## config.mk

```make
export PLATFORM = sky130hd
export DESIGN_NAME = websocket_frame_receiver
export DESIGN_NICKNAME = d
export VERILOG_FILES = /design/src/hdl/wsfr_pkg.sv /design/src/hdl/websocket_frame_receiver.sv /design/src/hdl/wsfr_decoder.sv
export SDC_FILE = /design/constraint.sdc
export NUM_CORES = 1
export LEC_CHECK = 0
export BUFFER_PORTS_ARGS = -buffer_cell sky130_fd_sc_hd__buf_2
export CAP_MARGIN = 0
export CORE_UTILIZATION = 50
export CTS_CLUSTER_SIZE = 24
export DETAILED_ROUTE_END_ITERATION = 8
export PLACE_DENSITY = 0.66
export SYNTH_ARGS = -nofsm -noshare
export SYNTH_HDL_FRONTEND = slang
export SYNTH_SLANG_ARGS = --single-unit
```

## constraint.sdc

```tcl
create_clock -name clk -period 3.4 [get_ports clk]
set_input_delay 0.34 -clock clk [delete_from_list [all_inputs] [get_ports clk]]
set_output_delay 0.34 -clock clk [all_outputs]
set_load 0.1 [all_outputs]
```

## src/hdl/wsfr_pkg.sv

```systemverilog
// shared types and constants for the websocket frame receiver
package wsfr_pkg;

    localparam logic [7:0] START_BYTE = 8'h81;
    localparam logic [7:0] LEN_FIELD  = 8'h7f;
    localparam logic [7:0] MASK_BIT   = 8'h80;
    localparam logic [6:0] LEN_EXT16  = 7'd126;
    localparam logic [6:0] LEN_EXT64  = 7'd127;

    // extended length bytes still due minus one, and the number of mask key bytes
    localparam logic [2:0] EXT16_COUNT = 3'd1;
    localparam logic [2:0] EXT64_COUNT = 3'd7;
    localparam logic [2:0] MASK_BYTES  = 3'd4;

    typedef enum logic [2:0] {
        PH_HUNT    = 3'd0,
        PH_LEN     = 3'd1,
        PH_EXTLEN  = 3'd2,
        PH_MASK    = 3'd3,
        PH_PAYLOAD = 3'd4
    } phase_t;

    typedef struct packed {
        logic       valid;
        logic [7:0] payload_byte;
        logic       last;
        logic       empty_frame;
    } result_t;

endpackage

```

## src/hdl/websocket_frame_receiver.sv

```systemverilog
// latency: a payload or empty-frame result is shown the cycle after its byte transfer
// throughput: one byte per cycle; the single output register takes a new result
// in the same cycle its old one is taken, so input stalls only while output stalls
// reset: asynchronous active low, decoder returns to hunting for the start byte,
// length, mask key and output register cleared
module websocket_frame_receiver
    import wsfr_pkg::*;
#(
    parameter int LENGTH_BITS = 64
)
(
    input  logic       clk,
    input  logic       rst_n,
    input  logic       in_valid,
    output logic       in_ready,
    input  logic [7:0] rx_byte,
    output logic       out_valid,
    input  logic       out_ready,
    output logic [7:0] payload_byte,
    output logic       last,
    output logic       empty_frame
);

    logic       step;
    result_t    res;
    logic       out_valid_reg, out_valid_next;
    logic [7:0] payload_byte_reg;
    logic       last_reg;
    logic       empty_frame_reg;

    // input transfer when the output register is free or being drained
    assign in_ready = !out_valid_reg || out_ready;
    assign step     = in_valid && in_ready;

    wsfr_decoder #(
        .LENGTH_BITS (LENGTH_BITS)
    ) u_decoder (
        .clk     (clk),
        .rst_n   (rst_n),
        .step    (step),
        .rx_byte (rx_byte),
        .res     (res)
    );

    // output register occupancy
    always_comb
    begin
        out_valid_next = out_valid_reg;
        if (step)
            out_valid_next = res.valid;
        else if (out_ready)
            out_valid_next = 1'b0;
    end

    always_ff @(posedge clk or negedge rst_n)
    begin
        if (!rst_n)
            out_valid_reg <= 1'b0;
        else
            out_valid_reg <= out_valid_next;
    end

    // result payload
    always_ff @(posedge clk or negedge rst_n)
    begin
        if (!rst_n)
        begin
            payload_byte_reg <= 8'd0;
            last_reg         <= 1'b0;
            empty_frame_reg  <= 1'b0;
        end
        else if (step && res.valid)
        begin
            payload_byte_reg <= res.payload_byte;
            last_reg         <= res.last;
            empty_frame_reg  <= res.empty_frame;
        end
    end

    assign out_valid    = out_valid_reg;
    assign payload_byte = payload_byte_reg;
    assign last         = last_reg;
    assign empty_frame  = empty_frame_reg;

    // an empty frame result is always marked last with a zero byte
    assert property (@(posedge clk) disable iff (!rst_n)
        out_valid && empty_frame |-> last && payload_byte == 8'd0)
        else $error("empty frame result not last or nonzero");

    // a byte that yields a result shows it in the next cycle
    assert property (@(posedge clk) disable iff (!rst_n)
        step && res.valid |=> out_valid)
        else $error("result lost after transfer");

    // input stalls only behind a waiting result
    assert property (@(posedge clk) disable iff (!rst_n)
        !in_ready |-> out_valid && !out_ready)
        else $error("input stalled without pending result");

    // a held result that is not taken is not replaced
    assert property (@(posedge clk) disable iff (!rst_n)
        out_valid && !out_ready |=> out_valid && $stable(payload_byte) && $stable(last))
        else $error("pending result changed before transfer");

endmodule

```

## src/hdl/wsfr_decoder.sv

```systemverilog
// frame header parser and payload unmasking state
module wsfr_decoder
    import wsfr_pkg::*;
#(
    parameter int LENGTH_BITS = 64
)
(
    input  logic       clk,
    input  logic       rst_n,
    input  logic       step,
    input  logic [7:0] rx_byte,
    output result_t    res
);

    phase_t                   phase_reg, phase_next;
    logic [LENGTH_BITS-1:0]   remaining_reg, remaining_next;
    logic [2:0]               hdr_count_reg, hdr_count_next;
    logic [31:0]              mask_key_reg, mask_key_next;
    logic                     masked_reg, masked_next;
    logic [1:0]               position_reg, position_next;

    logic [6:0]               len7;
    logic [LENGTH_BITS-1:0]   ext_len;
    logic [LENGTH_BITS-1:0]   rem_dec;
    logic                     rem_is_one;
    logic [2:0]               mask_count_inc;
    logic [7:0]               key_byte;
    logic                     len_zero;
    logic                     ext_zero;

    // shared datapath terms
    assign len7           = rx_byte[6:0] & LEN_FIELD[6:0];
    assign ext_len        = (remaining_reg[LENGTH_BITS-1 -: 8] != 8'd0)
                            ? {LENGTH_BITS{1'b1}}
                            : {remaining_reg[LENGTH_BITS-9:0], rx_byte};
    assign rem_dec        = remaining_reg - {{(LENGTH_BITS-1){1'b0}}, 1'b1};
    assign rem_is_one     = (remaining_reg == {{(LENGTH_BITS-1){1'b0}}, 1'b1});
    assign mask_count_inc = hdr_count_reg + 3'd1;
    assign len_zero       = (len7 == 7'd0);
    assign ext_zero       = (ext_len == '0);

    // mask byte for this payload position, byte 0 in the top bits
    always_comb
    begin
        case (position_reg)
            2'd0:    key_byte = mask_key_reg[31:24];
            2'd1:    key_byte = mask_key_reg[23:16];
            2'd2:    key_byte = mask_key_reg[15:8];
            default: key_byte = mask_key_reg[7:0];
        endcase
    end

    // next phase
    always_comb
    begin
        phase_next = phase_reg;
        case (phase_reg)
            PH_LEN:
            begin
                if (len7 == LEN_EXT16 || len7 == LEN_EXT64)
                    phase_next = PH_EXTLEN;
                else if (len_zero)
                    phase_next = PH_HUNT;
                else
                    phase_next = (rx_byte & MASK_BIT) != 8'd0 ? PH_MASK : PH_PAYLOAD;
            end
            PH_EXTLEN:
            begin
                if (hdr_count_reg == 3'd0)
                begin
                    if (ext_zero)
                        phase_next = PH_HUNT;
                    else
                        phase_next = masked_reg ? PH_MASK : PH_PAYLOAD;
                end
            end
            PH_MASK:
            begin
                if (mask_count_inc >= MASK_BYTES)
                    phase_next = PH_PAYLOAD;
            end
            PH_PAYLOAD:
            begin
                if (rem_is_one)
                    phase_next = PH_HUNT;
            end
            default:
                phase_next = (rx_byte == START_BYTE) ? PH_LEN : PH_HUNT;
        endcase
    end

    // datapath updates and result
    always_comb
    begin
        remaining_next = remaining_reg;
        hdr_count_next = hdr_count_reg;
        mask_key_next  = mask_key_reg;
        masked_next    = masked_reg;
        position_next  = position_reg;
        res            = '0;
        case (phase_reg)
            PH_LEN:
            begin
                masked_next   = (rx_byte & MASK_BIT) != 8'd0;
                mask_key_next = '0;
                if (len7 == LEN_EXT16)
                begin
                    remaining_next = '0;
                    hdr_count_next = EXT16_COUNT;
                end
                else if (len7 == LEN_EXT64)
                begin
                    remaining_next = '0;
                    hdr_count_next = EXT64_COUNT;
                end
                else
                begin
                    remaining_next = {{(LENGTH_BITS-7){1'b0}}, len7};
                    if (len_zero)
                    begin
                        res.valid       = 1'b1;
                        res.last        = 1'b1;
                        res.empty_frame = 1'b1;
                    end
                    else
                    begin
                        hdr_count_next = 3'd0;
                        position_next  = 2'd0;
                    end
                end
            end
            PH_EXTLEN:
            begin
                remaining_next = ext_len;
                if (hdr_count_reg == 3'd0)
                begin
                    if (ext_zero)
                    begin
                        res.valid       = 1'b1;
                        res.last        = 1'b1;
                        res.empty_frame = 1'b1;
                    end
                    else
                    begin
                        hdr_count_next = 3'd0;
                        position_next  = 2'd0;
                    end
                end
                else
                    hdr_count_next = hdr_count_reg - 3'd1;
            end
            PH_MASK:
            begin
                mask_key_next  = {mask_key_reg[23:0], rx_byte};
                hdr_count_next = (mask_count_inc >= MASK_BYTES) ? 3'd0 : mask_count_inc;
            end
            PH_PAYLOAD:
            begin
                res.valid        = 1'b1;
                res.payload_byte = rx_byte ^ key_byte;
                res.last         = rem_is_one;
                position_next    = position_reg + 2'd1;
                remaining_next   = rem_dec;
            end
            default:
            begin
            end
        endcase
    end

    // state registers, advanced on each accepted byte
    always_ff @(posedge clk or negedge rst_n)
    begin
        if (!rst_n)
        begin
            phase_reg     <= PH_HUNT;
            remaining_reg <= '0;
            hdr_count_reg <= '0;
            mask_key_reg  <= '0;
            masked_reg    <= 1'b0;
            position_reg  <= '0;
        end
        else if (step)
        begin
            phase_reg     <= phase_next;
            remaining_reg <= remaining_next;
            hdr_count_reg <= hdr_count_next;
            mask_key_reg  <= mask_key_next;
            masked_reg    <= masked_next;
            position_reg  <= position_next;
        end
    end

endmodule

```

==> summary.md <==
Critical path data required time: 3700 ps. The critical path start-end classification was reg2reg. The per-instance average area after synthesis came out at 8.315 µm². The total power density per cell area was 712.5 nW/µm². The largest total area in the synthesized netlist belongs to sky130_fd_sc_hd__dfrtp_1.

The number of violations reported at the end of detailed-routing iteration 0 was 783. The flip-flop cell with the highest count after synthesis is sky130_fd_sc_hd__dfrtp_1. In this run the cell area of the synthesized design comes to 7184 µm². Maximum clock insertion buffer count: 2.

Setup repair after global routing left no endpoint under its margin. The kind of path behind the tightest hold check was in2async. The number of buffers inserted during clock tree synthesis is 17, and the cell area after layout is 8040 µm².

The maximum achievable frequency is 338.9 MHz, and the final routed wirelength across all metal layers is 20,410 µm. The maximum fanout along the worst path is 11, and the global-route wire length before repair is 33,400 µm. The quantity of gates resized following cts came out at 0. Headroom to the max-slew limit came out at 37.47%.

The register with the most flip-flops in the layout has 64 of them. For the setup slack on the worst flop-to-flop path, the log shows 450 ps. Summed over all failing endpoints, the final setup total negative slack is 0 ps. The total count of max-transition violations in the final report is 0, and the total I/O pin count is 24. Counting flops with a built-in enable in the synthesized netlist gives 0. Buffers placed on the I/O ports in this run total 23. In the final layout, the share of cells above drive strength 1 is 10.80%. The number of hold buffers added after CTS was 0. The portion of the clock cycle consumed by the worst path in the final layout is 86.78%, and the worst vdd rail ir drop is 0.5748 mV. CTS built an H-tree with a depth of 4.

The chip height is 121.9 µm. Number of post-CTS setup repair buffers: 0. The final setup violation count was 0.

Clock insertion delay at the later pin of the skew report: 420 ps. The worst-margin pin slew is 938.0 ps. The cell depth of the worst flop-to-flop path was 6. The net count of the finished layout is 879.

The tools report the startpoint type of the worst setup path as a register. After clock tree synthesis, the clock-pin slew on the worst setup and hold paths is 60 ps. The number of antenna repair diodes is 0. For the worst setup path, the data arrival time is 3250 ps. The total count of hold-check failures in the final report is 0. Number of rows created at floorplan: 43. The post-route minimum period is 2950 ps, and the detailed-placement wirelength estimate is 13,650 µm. CTS placed an instance of sky130_fd_sc_hd__clkbuf_16 at the clock tree root.

The logs give 0 for the max-capacitance violation count and 0 for the number of DRC violations after detailed routing. Dividing the detail-routed via count by the number of cells gives 6.530. The via count of the first global-routing pass was 6,423. sky130_fd_sc_hd__o21ai_0 is the most common cell in the netlist. The placed instances occupy a cell area of 7427 µm². The synthesized net count was 886; the aggregate global routing overflow was 0.

The width of the die was 121.9 µm. The endpoint of the lowest-slack register-to-register path was u_decoder.hdr_count_reg[1]. The top cell type by area accounts for 40.40% of the synthesized area. The worst clock skew was 6.749 ps; the distinct cell type count of the synthesized netlist was 61. For this configuration, the core starts out at a cell density of 51.56%. The run gives 1,217 as the final-layout fill cell count. The Yosys step of the flow raised 0 warnings.

The share of synthesized area occupied by flip-flops and latches came out at 40.40%. The share of async-settable or async-resettable flops after synthesis came out at 100.0%. Sorting the synthesized cells by area gives the leading types as sky130_fd_sc_hd__dfrtp_1, sky130_fd_sc_hd__o21ai_0, sky130_fd_sc_hd__nand2_1, sky130_fd_sc_hd__clkbuf_1, sky130_fd_sc_hd__a21oi_1. The per-cell routed wire length is 19.44 µm. After technology mapping, the gate count stands at 864.

For this run, the total global-route usage over all layers was measured as 29.02%. The core footprint came out at 13,930 µm². The first detailed-routing pass ran for 7 iterations. The start of the worst register-to-register path is u_decoder.remaining_reg[12]. Relative to the synthesized area, the layout overhead comes to 11.91%. The tools report the leakage power as 3.299 nW.

The global placement routability congestion was 0.9163. TritonCTS built the clock tree. The logs give 0 for the number of antenna violations at the first check in global routing and 72 for the pin count of the biggest net entering global routing. After synthesis the netlist holds a flip-flop and latch count of 116. The full die area was 14,850 µm².

For this block, the via count after detailed routing is 6,857. The run finished with clean final reports. The count of nets left with antenna violations once routing finished came out at 0. The worst setup path is captured at a register. After synthesis, the most frequently instantiated cells are sky130_fd_sc_hd__o21ai_0, sky130_fd_sc_hd__nand2_1, sky130_fd_sc_hd__dfrtp_1. Counting every sink on the clock net gives 116.
## stage by stage
step	cells	total power [mW]	hold slack, ps	util, %	setup WS (ps)
after floorplan	864	3.318	44.41	-	3.766
after global placement	1018	3.808	467.6	53.30	568.4
after detailed placement	1018	3.840	476.5	53.30	502.1
after CTS	1050	5.708	95.36	57.70	484.4
after global routing	1050	5.990	145.4	57.70	242.4
final	1050	5.729	76.39	57.70	449.6
## critical path, cell delays in order (launching register included)
cell                      delay [ps]
sky130_fd_sc_hd__dfrtp_1         430
sky130_fd_sc_hd__or4_1           610
sky130_fd_sc_hd__or4_4           640
sky130_fd_sc_hd__nor3_1          370
sky130_fd_sc_hd__a31o_2          250
sky130_fd_sc_hd__or4_1           180
sky130_fd_sc_hd__mux2_2          350
## logic make-up (layout without fill, tap and decap cells)
kind of cell	Yosys count	after routing	synth area share [%]
simple gates	311	311	21.94
fa+ha+maj	10	10	1.742
xor+xnor	12	12	1.463
compound gates	311	311	26.89
mux	19	19	2.752
buf+inv	85	91	4.807
flops	116	116	40.40
## power by group
part	switching [mW]	internal (mW)
clock network	0.665	1.19
registers	0.259	1.57
logic	1.51	0.537
total	2.43	3.30
## routing by layer
layer	GRT usage (%)	vias to the layer above	wire length, µm
met4	10.88	0	407
met2	45.62	319	9551
met3	5.618	40	1471
met1	39.55	3312	8977
li1	-	3186	-
met5	0	-	0
## area by class of cell
type	instances	area, µm²	share of cell area (%)
Sequential cell	116	2903	36.10
Timing Repair Buffer	40	270.3	3.361
Tap cell	180	225.2	2.801
Multi-Input combinational cell	663	3958	49.22
Clock buffer	21	460.4	5.727
Inverter	19	71.32	0.8870
Clock inverter	11	152.6	1.899
## cells in the final DEF, fill, tap and decap left out, types with 13 or more instances in the layout
cell	n
sky130_fd_sc_hd__a21oi_1	32
sky130_fd_sc_hd__a22o_1	16
sky130_fd_sc_hd__buf_2	22
sky130_fd_sc_hd__buf_4	16
sky130_fd_sc_hd__clkbuf_16	17
sky130_fd_sc_hd__dfrtp_1	116
sky130_fd_sc_hd__inv_1	19
sky130_fd_sc_hd__mux2i_1	13
sky130_fd_sc_hd__nand2_1	127
sky130_fd_sc_hd__nand3_1	16
sky130_fd_sc_hd__nor2_1	42
sky130_fd_sc_hd__nor3_1	25
sky130_fd_sc_hd__nor4_1	18
sky130_fd_sc_hd__o21ai_0	155
sky130_fd_sc_hd__or3_1	16
sky130_fd_sc_hd__or4_1	16
## how the worst max path moves through the flow
stage	from	end	slack, ps	cells past startpoint
2_1_floorplan	out_valid	u_decoder.remaining_reg[45]	4	7
6_report	u_decoder.remaining_reg[12]	u_decoder.hdr_count_reg[1]	450	6
3_5_place_dp	u_decoder.remaining_reg[12]	u_decoder.hdr_count_reg[1]	500	6
3_3_place_gp	u_decoder.remaining_reg[12]	u_decoder.hdr_count_reg[1]	570	6
4_1_cts	u_decoder.remaining_reg[12]	u_decoder.hdr_count_reg[1]	480	6
5_1_grt	u_decoder.remaining_reg[12]	u_decoder.hdr_count_reg[1]	240	6
(Power assumes the default switching activity.)
